--- src/hw/rtl/fbab_pkg.sv ---
// fbab_pkg: shared constants, types and helpers of the framebuffer blend-write block.
// No dependencies; every other file of the block refers to it by scoped names.
package fbab_pkg;

   // Surface limits and pixel store geometry
   localparam int MAX_WIDTH   = 256;
   localparam int MAX_HEIGHT  = 256;
   localparam int STORE_DEPTH = MAX_WIDTH * MAX_HEIGHT;
   localparam int ADDR_W      = (STORE_DEPTH > 1) ? $clog2(STORE_DEPTH) : 1;

   // Field widths
   localparam int CSR_W      = 9;
   localparam int CSR_IDX_W  = 2;
   localparam int POS_W      = 16;
   localparam int CHAN_W     = 8;
   localparam int PIX_W      = 4 * CHAN_W;
   localparam int NUM_CHAN   = 3;
   localparam int REQ_DATA_W = 2 * POS_W + 4 * CHAN_W;
   localparam int RSP_DATA_W = PIX_W;

   // Blend arithmetic: colour numerator c*a + p*dA*(255-a)/255 needs 17 bits
   localparam int NUM_W = 17;
   localparam logic [CHAN_W-1:0] ALPHA_OPAQUE = 8'd255;
   localparam logic [CHAN_W-1:0] ALPHA_CLEAR  = 8'd0;

   // floor(x/255) for x < 255*2^16: (x * ceil(2^32/255)) >> 32
   localparam logic [24:0] DIV255_MAGIC = 25'd16843010;

   localparam int QUEUE_DEPTH = 2;

   // Register indexes
   localparam logic [CSR_IDX_W-1:0] CSR_FRAME_WIDTH  = 2'd0;
   localparam logic [CSR_IDX_W-1:0] CSR_FRAME_HEIGHT = 2'd1;

   typedef enum logic {
      OP_BLEND = 1'b0,
      OP_READ  = 1'b1
   } op_type;

   // Classified request as it travels from front to back
   typedef struct packed {
      op_type              opcode;
      logic                in_bounds;
      logic [ADDR_W-1:0]   addr;
      logic [CHAN_W-1:0]   red;
      logic [CHAN_W-1:0]   green;
      logic [CHAN_W-1:0]   blue;
      logic [CHAN_W-1:0]   alpha;
   } item_type;

   typedef struct packed {
      logic     valid;
      item_type item;
   } push_type;

   typedef enum logic [2:0] {
      BK_CLEAR,
      BK_IDLE,
      BK_READ,
      BK_MUL,
      BK_SCALE,
      BK_SUM,
      BK_DIV
   } back_state_type;

   function automatic logic [15:0] div255(input logic [23:0] x);
      logic [48:0] prod;
      prod = 49'(x) * 49'(DIV255_MAGIC);
      return prod[47:32];
   endfunction

endpackage

--- src/hw/rtl/fbab_queue.sv ---
// fbab_queue: short FIFO of classified requests between front and back.
// Depends on fbab_pkg for QUEUE_DEPTH and the item type.
module fbab_queue (
   input  logic                  clock,
   input  logic                  reset,
   input  fbab_pkg::push_type    push,
   output logic                  full,
   input  logic                  pop,
   output logic                  valid,
   output fbab_pkg::item_type    item
);

   localparam int PTR_W = $clog2(fbab_pkg::QUEUE_DEPTH);
   localparam int CNT_W = $clog2(fbab_pkg::QUEUE_DEPTH + 1);

   fbab_pkg::item_type  entry_ff [fbab_pkg::QUEUE_DEPTH];
   logic [PTR_W-1:0]    wr_ptr_ff, rd_ptr_ff;
   logic [CNT_W-1:0]    count_ff;
   logic                do_push, do_pop;

   assign full    = (count_ff == CNT_W'(fbab_pkg::QUEUE_DEPTH));
   assign valid   = (count_ff != '0);
   assign do_push = push.valid && !full;
   assign do_pop  = pop && valid;
   assign item    = entry_ff[rd_ptr_ff];

   always_ff @(posedge clock) begin
      if (reset) begin
         wr_ptr_ff <= '0;
         rd_ptr_ff <= '0;
         count_ff  <= '0;
      end else begin
         if (do_push)
            wr_ptr_ff <= (wr_ptr_ff == PTR_W'(fbab_pkg::QUEUE_DEPTH - 1)) ? '0 : wr_ptr_ff + 1'b1;
         if (do_pop)
            rd_ptr_ff <= (rd_ptr_ff == PTR_W'(fbab_pkg::QUEUE_DEPTH - 1)) ? '0 : rd_ptr_ff + 1'b1;
         if (do_push && !do_pop)      count_ff <= count_ff + 1'b1;
         else if (do_pop && !do_push) count_ff <= count_ff - 1'b1;
      end
   end

   always_ff @(posedge clock) begin
      if (do_push) entry_ff[wr_ptr_ff] <= push.item;
   end

endmodule

--- config.mk ---
export PLATFORM = sky130hd
export DESIGN_NAME = fbab_queue
export DESIGN_NICKNAME = d
export VERILOG_FILES = /design/src/hw/rtl/fbab_pkg.sv /design/src/hw/rtl/fbab_queue.sv
export SDC_FILE = /design/constraint.sdc
export NUM_CORES = 1
export LEC_CHECK = 0
export ABC_AREA = 1
export BUFFER_PORTS_ARGS = -buffer_cell sky130_fd_sc_hd__buf_4
export CAP_MARGIN = 10
export CORE_MARGIN = 5
export CORE_UTILIZATION = 40
export CTS_BUF_LIST = sky130_fd_sc_hd__clkbuf_4 sky130_fd_sc_hd__clkbuf_8
export DETAILED_ROUTE_END_ITERATION = 8
export GPL_TIMING_DRIVEN = 0
export PLACE_DENSITY = 0.72
export SLEW_MARGIN = 20
export SYNTH_ARGS = -nofsm -noshare
export SYNTH_HDL_FRONTEND = slang
export SYNTH_SLANG_ARGS = --single-unit
--- constraint.sdc ---
create_clock -name clock -period 4.7 [get_ports clock]
set_clock_uncertainty 0.2 [all_clocks]
set_input_delay 0.705 -clock clock [delete_from_list [all_inputs] [get_ports clock]]
set_output_delay 0.705 -clock clock [all_outputs]
set_load 0.01 [all_outputs]
### Word-level counts from Yosys, hierarchy flattened

Memory sizes are Yosys's and may differ from the RTL's. A register that Yosys moved wholly into a read port is not among the register bits.
Index checks and enable logic that the tools add are counted.

| storage, ports and cells | value |
|---|---|
| register bits after elaboration | 4 |
| bits in writable memories | 100 |
| input port bits | 54 |
| word-level logic and storage cells | 26 |
| memories kept | 1 |

Memory list:

| name | depth | bits a word | rd ports | clocked after Yosys merged registers in | wr ports | line | text |
|---|---|---|---|---|---|---|---|
| entry_ff | 2 | 50 | 1 | 1 | 1 | fbab_queue.sv:16 | `fbab_pkg::item_type entry_ff [fbab_pkg::QUEUE_DEPTH];` |

| cells by class | value |
|---|---|
| add/subtract/negate cells | 4 |
| eq/ne operators | 1 |
| multiplexer cells | 8 |
| reduce and logical (&&, ||, !) cells | 9 |

Operators with widths:

| operator | count |
|---|---|
| 1-bit 2-to-1 mux | 6 |
| 1-bit logical AND | 4 |
| 2-bit 2-to-1 mux | 2 |
| 2-bit nonzero test | 2 |
| 1-bit logical NOT | 3 |
| 1-bit adder, second input constant | 2 |
| 2-bit by 1-bit adder with 2-bit output, second input constant | 1 |
| 2-bit equality test, second input constant | 1 |
| 2-bit by 1-bit subtractor with 2-bit output, second input constant | 1 |

### Longest topological paths before layout

| depth | value |
|---|---|
| word-level depth | 7 |
| gate-level depth with buffers | 10 |

### Worst setup path before layout

Ideal clock, no wire load.

| timing path | value |
|---|---|
| path kind | input port to flip-flop |
| from | in push[50] (netlist name) |
| to | mem entry_ff[0][0] (netlist name) (enable) |
| setup time | 0.458 ns |
| arrival | 2.868 ns |
| required time | 4.042 ns |
| slack | 1.174 ns |
| cell stages on the path | 2 |
| buffers on the path | 0 |
| cells stage by stage | o21ai_2 > nor2_1 |

| on the way | value |
|---|---|
| cells in the longest elaborated chain, start to end | 3 |

Ends and longest elaborated chain:

| what | line | text |
|---|---|---|
| start: declaration | fbab_queue.sv:6 | `input fbab_pkg::push_type push,` |
| 1-bit logical AND | fbab_queue.sv:23 | `assign do_push = push.valid && !full;` |
| 1-bit 2-to-1 mux | fbab_queue.sv:43 | `if (do_push) entry_ff[wr_ptr_ff] <= push.item;` |
| 1-bit 2-to-1 mux (not written as such) | fbab_queue.sv:43 |  |
| end: declaration | fbab_queue.sv:16 |  |

No other way between the ends.

==> reports/results.txt <==
status = finished clean
fmax = 424 MHz
Ys Warns = 0
critical-path cell list = buf_6, buf_12, mux2_4, buf_4
Worst Hold Class = input port to flip-flop
Synth Instances = 193
max incr delay on CP = 0.33 ns
vias = 2031
first-pass GRT wire length = 11000 um
Row Count = 37
hpwl dp = 4970 um
RSZ-0062 raised after global routing = no
largest net degree at the start of global routing = 26
Final Slew Violations = 0
Syn Area/Cell = 21.3 um^2
pwr/cell area = 484 nW/um^2
Final Util = 0.526
Max Cap Viol = 0
# setup viols final = 0
Layout area overhead = 30.5%
FF-to-FF setup slack = 2.89 ns
initial antenna violation count = 0
Num CTS Buffers = 9
clk slew on worst S/H paths = 0.09 ns
final net count = 368
WP data arrival = 1.45 ns
worst slew pin tran = 0.460 ns
CP max stage cell = dfxtp_1
Ant. Diodes = 0
Max Fanout on Critical Path = 10
Via density = 4.48
DR WL/cell = 15.5 um
Initial Utilization = 0.403
flops & latches, synth = 105
headroom to the max-slew limit = 0.692
CTS tree = done
CP startpoint kind = flip-flop
post-cts hold buffer count = 0
IO buf count = 105
clock root cell = clkbuf_8
Synth cell types = 14
Final Hold Fails = 0
Die Y = 111 um
violation count after the first detailed-routing iteration = 86
Critical Path RT = 3.80 ns
DR pass1 iterations = 4
post-route setup slack = 2.34 ns
die width = 111 um
minimum clock period = 2.36 ns
WHS = 0.339 ns
Synth top area share = 0.731
post-synth net total = 248
Remaining Overflow, GRT = 0
Clock Tree Buf Depth = 2
H-tree Lvls = 3
area leader, netlist = edfxtp_1
most frequent cells in the layout = buf_4 (105), edfxtp_1 (100), mux2_4 (50), clkbuf_8 (9), inv_1 (8)
post-cts resize count = 0
final wirelength = 7010 um
Tcrit/Tclk final = 0.502
Core ar. = 10200 um^2
GRT Resource Usage Total = 0.114
number of routed nets with antenna violations = 0
io pins = 106
Seq/Total Area, Yosys = 0.755
Static Leak = 2.11 nW
Mapped Area = 4110 um^2
commonest non-fill, non-tap cell in the layout = buf_4
Synth area leaders = edfxtp_1 (73%), mux2_4 (18%), buf_12 (2.4%)
Die Area = 12400 um^2
share of cells above drive strength 1 = 0.571
routability congestion estimate = 0.650
pre-CTS setup slack = 2.64 ns
CTS Sinks = 105
CP Capture Type = output pin
Setup CP Type = flip-flop to output pin
vias in the first global route = 2262
post-CTS setup buffers = 0
DRC viols = 0
maximum vdd drop = 0.239 mV
Clock Latency Late Sink = 0.34 ns
[logic make-up after synthesis]
kind of cell             share of synthesized area
adder cells (fa/ha/maj)                    0.00304
buffers and inverters                       0.0344
AO/OA/AOI/OAI                              0.00700
AND/OR/NAND/NOR                             0.0177
multiplexers                                 0.183
flip-flops                                   0.755
[path summary, 6_finish.rpt]
kind                             from                  endpoint  cells after the start
max                         flip-flop                   item[1]                      4
min                           push[5]  entry_ff[0][5]$_DFFE_PP_                      1
max reg2reg  count_ff[1]$_SDFFE_PP0P_  count_ff[1]$_SDFFE_PP0P_                      9
min reg2reg    wr_ptr_ff$_SDFFE_PP0N_    wr_ptr_ff$_SDFFE_PP0N_                      2
[worst max-delay path: cells and delay by family (launching register included)]
family   cells  cell delay, ns
flops        1            0.33
buf+inv      3            0.46
mux          1            0.31
[synth_stat cells (all sizes together)]
master and n:
a21oi 2, buf 6, dfxtp 5, edfxtp 100, ha 1, inv 8
mux2 50, nand2 7, nand3 2, nand4 1, nor2 8, o21ai 3
[metrics by stage]
step	TNS (ns)	power [mW]	cells	instance area, um^2
2_1_floorplan	0	1.75	193	4110
4_1_cts	0	2.64	453	5360
3_3_place_gp	-19.51	2.06	434	5070
6_report	0	2.59	453	5360
3_5_place_dp	0	2.11	438	5180
5_1_grt	0	2.73	453	5360
[metal layers]
| layer | routed length [um] | GRT usage | up-vias |
|---|---|---|---|
| li1 | - | - | 973 |
| met1 | 2700 | 0.124 | 974 |
| met2 | 3710 | 0.203 | 77 |
| met3 | 531 | 0.0435 | 7 |
| met4 | 69 | 0.0389 | 0 |
| met5 | 0 | 0 | - |
[registers in the layout (all words and copies together), names as in the netlist, named ones only]
register	flops
count_ff	2
rd_ptr_ff	1
wr_ptr_ff	1
entry_ff	100
[where the power goes]
part	internal (mW)	switching, mW	leakage (nW)
clock	0.252	0.273	0.0913
combinational	0.483	0.369	1.05
sequential	1.18	0.0371	0.974
total	1.92	0.679	2.11
[cell type report]
cell class                      count  area, um^2
Tap cell                          136         170
Clock inverter                      4        45.0
Buffer                              6         111
Clock buffer                       11         139
Multi-Input combinational cell     74         880
Sequential cell                   105        3100
Timing Repair Buffer              109         883
Inverter                            8        30.0
Fill cell                         841        4820
Note: power is estimated with default switching activity, not from simulation.
