--- src/hw/rtl/fbab_pkg.sv ---
// fbab_pkg: shared constants, types and helpers of the framebuffer blend-write block.
// No dependencies; every other file of the block refers to it by scoped names.
package fbab_pkg;

   // Surface limits and pixel store geometry
   localparam int MAX_WIDTH   = 256;
   localparam int MAX_HEIGHT  = 256;
   localparam int STORE_DEPTH = MAX_WIDTH * MAX_HEIGHT;
   localparam int ADDR_W      = (STORE_DEPTH > 1) ? $clog2(STORE_DEPTH) : 1;

   // Field widths
   localparam int CSR_W      = 9;
   localparam int CSR_IDX_W  = 2;
   localparam int POS_W      = 16;
   localparam int CHAN_W     = 8;
   localparam int PIX_W      = 4 * CHAN_W;
   localparam int NUM_CHAN   = 3;
   localparam int REQ_DATA_W = 2 * POS_W + 4 * CHAN_W;
   localparam int RSP_DATA_W = PIX_W;

   // Blend arithmetic: colour numerator c*a + p*dA*(255-a)/255 needs 17 bits
   localparam int NUM_W = 17;
   localparam logic [CHAN_W-1:0] ALPHA_OPAQUE = 8'd255;
   localparam logic [CHAN_W-1:0] ALPHA_CLEAR  = 8'd0;

   // floor(x/255) for x < 255*2^16: (x * ceil(2^32/255)) >> 32
   localparam logic [24:0] DIV255_MAGIC = 25'd16843010;

   localparam int QUEUE_DEPTH = 2;

   // Register indexes
   localparam logic [CSR_IDX_W-1:0] CSR_FRAME_WIDTH  = 2'd0;
   localparam logic [CSR_IDX_W-1:0] CSR_FRAME_HEIGHT = 2'd1;

   typedef enum logic {
      OP_BLEND = 1'b0,
      OP_READ  = 1'b1
   } op_type;

   // Classified request as it travels from front to back
   typedef struct packed {
      op_type              opcode;
      logic                in_bounds;
      logic [ADDR_W-1:0]   addr;
      logic [CHAN_W-1:0]   red;
      logic [CHAN_W-1:0]   green;
      logic [CHAN_W-1:0]   blue;
      logic [CHAN_W-1:0]   alpha;
   } item_type;

   typedef struct packed {
      logic     valid;
      item_type item;
   } push_type;

   typedef enum logic [2:0] {
      BK_CLEAR,
      BK_IDLE,
      BK_READ,
      BK_MUL,
      BK_SCALE,
      BK_SUM,
      BK_DIV
   } back_state_type;

   function automatic logic [15:0] div255(input logic [23:0] x);
      logic [48:0] prod;
      prod = 49'(x) * 49'(DIV255_MAGIC);
      return prod[47:32];
   endfunction

endpackage

--- src/hw/rtl/fbab_front.sv ---
// fbab_front: surface size registers, request unpacking, clipping and address generation.
// Depends on fbab_pkg for widths, register indexes and the item type.
module fbab_front (
   input  logic                              clock,
   input  logic                              reset,
   input  logic                              csr_valid,
   output logic                              csr_ready,
   input  logic [fbab_pkg::CSR_IDX_W-1:0]    csr_index,
   input  logic [fbab_pkg::CSR_W-1:0]        csr_data,
   input  logic                              req_tvalid,
   output logic                              req_tready,
   input  logic [fbab_pkg::REQ_DATA_W-1:0]   req_tdata,
   input  logic                              req_tuser,
   input  logic                              clearing,
   input  logic                              q_full,
   output fbab_pkg::push_type                push
);

   logic [fbab_pkg::CSR_W-1:0]   frame_width_ff;
   logic [fbab_pkg::CSR_W-1:0]   frame_height_ff;
   logic [fbab_pkg::CSR_W-1:0]   w_eff, h_eff;
   logic [fbab_pkg::POS_W-1:0]   pos_x, pos_y;
   logic                         x_ok, y_ok;
   logic [2*fbab_pkg::CSR_W-1:0] addr_full;

   assign csr_ready = 1'b1;

   always_ff @(posedge clock) begin
      if (reset) begin
         frame_width_ff  <= '0;
         frame_height_ff <= '0;
      end else if (csr_valid) begin
         if (csr_index == fbab_pkg::CSR_FRAME_WIDTH)  frame_width_ff  <= csr_data;
         if (csr_index == fbab_pkg::CSR_FRAME_HEIGHT) frame_height_ff <= csr_data;
      end
   end

   always_comb begin
      // oversized registers saturate at the store geometry
      w_eff = (32'(frame_width_ff) > fbab_pkg::MAX_WIDTH) ?
              fbab_pkg::CSR_W'(fbab_pkg::MAX_WIDTH) : frame_width_ff;
      h_eff = (32'(frame_height_ff) > fbab_pkg::MAX_HEIGHT) ?
              fbab_pkg::CSR_W'(fbab_pkg::MAX_HEIGHT) : frame_height_ff;

      pos_x = req_tdata[15:0];
      pos_y = req_tdata[31:16];
      x_ok  = !pos_x[fbab_pkg::POS_W-1] && (pos_x < fbab_pkg::POS_W'(w_eff));
      y_ok  = !pos_y[fbab_pkg::POS_W-1] && (pos_y < fbab_pkg::POS_W'(h_eff));

      // in bounds, both coordinates fit CSR_W bits
      addr_full = (2*fbab_pkg::CSR_W)'(pos_y[fbab_pkg::CSR_W-1:0])
                * (2*fbab_pkg::CSR_W)'(w_eff)
                + (2*fbab_pkg::CSR_W)'(pos_x[fbab_pkg::CSR_W-1:0]);
   end

   assign req_tready = !q_full && !clearing;

   always_comb begin
      push.valid          = req_tvalid && req_tready;
      push.item.opcode    = fbab_pkg::op_type'(req_tuser);
      push.item.in_bounds = x_ok && y_ok;
      push.item.addr      = fbab_pkg::ADDR_W'(addr_full);
      push.item.red       = req_tdata[39:32];
      push.item.green     = req_tdata[47:40];
      push.item.blue      = req_tdata[55:48];
      push.item.alpha     = req_tdata[63:56];
   end

endmodule

--- config.mk ---
export PLATFORM = sky130hd
export DESIGN_NAME = fbab_front
export DESIGN_NICKNAME = d
export VERILOG_FILES = /design/src/hw/rtl/fbab_pkg.sv /design/src/hw/rtl/fbab_front.sv
export SDC_FILE = /design/constraint.sdc
export NUM_CORES = 1
export LEC_CHECK = 0
export ABC_AREA = 1
export ABC_CLOCK_PERIOD_IN_PS = 10100
export BUFFER_PORTS_ARGS = -buffer_cell sky130_fd_sc_hd__buf_4
export CELL_PAD_IN_SITES_DETAIL_PLACEMENT = 1
export CELL_PAD_IN_SITES_GLOBAL_PLACEMENT = 2
export CORE_ASPECT_RATIO = 0.75
export CORE_MARGIN = 8
export CORE_UTILIZATION = 31
export CTS_CLUSTER_SIZE = 20
export DETAILED_ROUTE_END_ITERATION = 7
export PLACE_DENSITY_LB_ADDON = 0.1
export REMOVE_ABC_BUFFERS = 1
export SLEW_MARGIN = 5
export SYNTH_ARGS = -nofsm -noshare
export SYNTH_HDL_FRONTEND = slang
export SYNTH_SLANG_ARGS = --single-unit
--- constraint.sdc ---
create_clock -name clock -period 10.1 [get_ports clock]
set_input_delay 2.02 -clock clock [delete_from_list [all_inputs] [get_ports clock]]
set_output_delay 2.02 -clock clock [all_outputs]
set_load 0.03 [all_outputs]
Word-level counts from Yosys, hierarchy flattened
Cells that the tools add are included.
- register bits after elaboration: 18
- input bits: 82
- output and inout port bits: 53
- logic and storage cells: 23
- add/subtract/negate cells: 1
- multipliers: 1
- order comparisons: 4
- equality and inequality tests: 1
- muxes and demuxes: 2
- reductions and logical operators: 12
- operator list (operator ; number):
    < comparator 16 x 9 -> 1 bit ; 2
    greater-than comparator 9 bit (second input constant) ; 2
    2-to-1 mux 9 bit ; 2
    adder 16 x 9 -> 16 bit ; 1
    multiplier 9 x 9 -> 16 bit ; 1
    logical AND 1 bit ; 5
    zero test 1 bit ; 4
    AND reduction 2 bit ; 2
    equality test 2 x 1 -> 1 bit (second input constant) ; 1
    zero test 2 bit ; 1

Depth between registers and ports, before layout
- word-level depth: 5
- depth in mapped cells: 23
- depth with buffers taken out: 22

Worst setup path after synthesis
Ideal clock, no wire load.
- kind: in2out
- start: input req_tdata[21] in the netlist's numbering
- end: output push[45] in the netlist's numbering
- data arrival time: 6.337 ns
- required time: 8.080 ns
- slack: 1.743 ns
- cell stages on the path: 18
- path buffers: 1
- cells stage by stage: buf_1 nand2_1 fa_1 inv_1 fa_1 inv_1 fa_1 inv_1 fa_1 inv_1 fa_1 inv_1 ha_1 nand2_1 o21ai_0 nand2_1 nand3_1 xor2_1
- RTL lines (what ; RTL line ; source):
    from (decl) ; fbab_front.sv:12 ; input logic [fbab_pkg::REQ_DATA_W-1:0] req_tdata,
    to (decl) ; fbab_front.sv:16 ; output fbab_pkg::push_type push

==> qor.yml <==
wirelength_um: 13700
cp-startpoint: "req_tdata[17]"
maxSlewViolCount: 0
core-area_um2: 13600
yosysSeqAreaShare_pct: 8.43
post_cts_buffers: 0
switchingPower_mw: 0.201
fin_skew_ps: 0
maxCapViolations: 0
rsz0062_at_grt: "no"
criticalPathCategory: "in2out"
postRouteAntennaNets: 0
gp_congestion: 0.825
final.setup.tns_ps: 0
crit_path_start_kind: "input pin"
clock_latency_ps: 240
max_freq_mhz: 119
rr_startpoint: "frame_width_ff[8]"
period_share_pct: 83.5
numClockSinks: 18
synth.area.top_cells: "fa_1 (25%), ha_1 (18%), nand2_1 (9.9%)"
grt_pass1_vias: 3901
r2r_cells: 2
worst_ep_required_time_ps: 8080
cp.arrival_ps: 6420
cts_root_buf: "clkbuf_16"
final_nets: 794
syn2layout_area_growth_pct: 11.8
slew_headroom_pct: 55.3
antenna_found_initial: 0
io_pins: 135
r2r-end: "frame_width_ff[8]"
syn-instance-count: 568
synth_edf_count: 0
detail_route.iter0.violations: 150
dieArea_um2: 17800
p_comb_share_pct: 64.1
cts_resized: 0
path_clk_slew_ps: 50
dp_hpwl_um: 12200
intPower_mw: 0.231
hp-class: "reg2reg"
r2r_slack_ps: 8870
antenna_cells: 0
cts_tree: "built"
ys_warn_count: 0
cts_buffers: 3
worstMarginPinSlew_ps: 663
crit_path_end_kind: "output pin"
finalHoldViolations: 0
globalRoute.totalOverflow: 0
pwr_density_cell_nw_per_um2: 90.3
crit_fanout: 6
dr.pass1.iters: 4
htree_levels: 1
initial_core_util_pct: 31.4
fillers: 1700
rows: 37
seqPwrFrac_pct: 18.1
layout_min_cycle_time_ps: 8440
synth-seq-cells: 18
synthesis.area_um2: 4270
viasPerCell: 4.79
status: "finished, final reports clean"
grt_pass1_wl_um: 21500
synthArstFlopShare_pct: 0
drive_gt1_share_pct: 15.1
setup_viol: 0
crit_end: "push[42]"
synth_ff_type: "dfxtp_1"
grt_max_degree: 19
cts_buffer_depth: 2
yosysTopAreaCellShare_pct: 25.3
groute.usage.overall_pct: 15.2
p_total_mw: 0.431
clock_power_share_pct: 17.8
routedWlPerCell_um: 17.7
synth_cell_types: 34
syn_area_per_cell_um2: 7.52
ir_drop_v: 0.0000709
die_h_um: 118
die_w_um: 152
vias: 3691
switching_share_pct: 46.5
yosysTopAreaCell: "fa_1"
io_buffers: 67
p_leak_nw: 2.64
drc: 0
cts_hold_buf: 0
==> critical path, stage by stage <==
cell      delay [ps]
buf_4            140
inv_1            150
nor2_1            90
fa_1             470
fa_1             550
inv_1             50
fa_1             470
inv_1             50
fa_1             530
inv_1             50
fa_1             490
inv_1             40
ha_1             330
nand2_1          110
nor2_1           250
nand3_1          160
nand3b_1         120
xor2_1           150
buf_4            170
==> layer usage <==
metal | part of all wire [%] | vias up | global-route usage [%] | routed length, µm
met5 | 0 | - | 0 | 0
met3 | 11 | 2 | 5.07 | 1480
li1 | - | 1797 | - | -
met1 | 50 | 1758 | 23.9 | 6860
met4 | 0.17 | 0 | 0.550 | 23
met2 | 39 | 134 | 20.3 | 5290
==> worst min path at each step <==
stage / slack (ps) / cells past startpoint / startpoint / to
2_1_floorplan: 450 / 2 / frame_height_ff[4] / frame_height_ff[4]
3_3_place_gp: 480 / 2 / frame_height_ff[2] / frame_height_ff[2]
3_5_place_dp: 480 / 2 / frame_height_ff[2] / frame_height_ff[2]
4_1_cts: 490 / 2 / frame_height_ff[2] / frame_height_ff[2]
5_1_grt: 500 / 2 / frame_height_ff[6] / frame_height_ff[6]
6_report: 490 / 2 / frame_height_ff[6] / frame_height_ff[6]
==> final cells by class <==
cell class                 count  area, µm²  share of cell area, %
sequential                    18        360                   7.54
tap                          175        219                   4.58
multi-input combinational    399       3210                   67.2
clock buffer                   3       75.1                   1.57
inverter                     109        412                   8.62
timing repair buffer          67        503                   10.5
==> placed cells by master, fill, tap and decap left out, drive strengths merged, types with 3 or more instances in the layout <==
| cell | netlist | layout |
|---|---|---|
| xnor2 | 5 | 5 |
| a21oi | 23 | 23 |
| o21ai | 5 | 5 |
| nor2 | 73 | 73 |
| nand2 | 113 | 113 |
| a211oi | 16 | 16 |
| clkbuf | 2 | 3 |
| a21o | 3 | 3 |
| nand3b | 3 | 3 |
| nor4 | 5 | 5 |
| ha | 60 | 60 |
| xor2 | 10 | 10 |
| fa | 54 | 54 |
| inv | 109 | 109 |
| nand4 | 3 | 3 |
| dfxtp | 18 | 18 |
| nand3 | 15 | 15 |
| buf | 40 | 67 |
==> metrics by stage <==
step / utilization (%) / hold WS, ps / instances / setup WS [ps] / cell area [µm²]
after floorplan: - / 451 / 526 / 1990 / 3980
after global placement: 34.5 / 482 / 768 / 1730 / 4700
after detailed placement: 34.5 / 476 / 768 / 1690 / 4700
after CTS: 35.1 / 489 / 771 / 1680 / 4780
after global routing: 35.1 / 503 / 771 / 1450 / 4780
final: 35.1 / 488 / 771 / 1660 / 4780
==> cells by family (layout without fill, tap and decap cells) <==
family          after synthesis  in the layout  share of synthesized area (%)
simple gates                215            215                           21.1
buf+inv                     151            179                           16.5
fa+ha+maj                   114            114                           42.9
compound gates               54             54                           7.99
flops                        18             18                           8.43
xor+xnor                     15             15                           3.07
other cells                   1              1                         0.0878
==> power by group through the flow <==
| stage | clock network [mW] | logic [mW] | registers (mW) |
|---|---|---|---|
| 2_1_floorplan | 0 | 0.184 | 0.0784 |
| 3_3_place_gp | 0 | 0.280 | 0.0794 |
| 3_5_place_dp | 0 | 0.282 | 0.0794 |
| 4_1_cts | 0.0796 | 0.283 | 0.0779 |
| 5_1_grt | 0.0838 | 0.310 | 0.0783 |
| 6_report | 0.0768 | 0.277 | 0.0780 |
==> cell usage after synthesis (3+ instances only) <==
master      n
xnor2_1     5
nand2_1   113
nand3b_1    3
ha_1       60
a21o_1      3
buf_4      35
buf_2       3
dfxtp_1    18
inv_1      97
fa_1       54
nor4_1      3
a211oi_1   16
nand3_1    15
o21ai_1     3
nor2_1     69
nand4_1     3
inv_2      11
a21oi_1    22
xor2_1     10
==> registers in the layout, indices dropped and copies added, names as in the netlist <==
signal	count
frame_height_ff	9
frame_width_ff	9
Note: power is estimated with default switching activity, not from simulation.
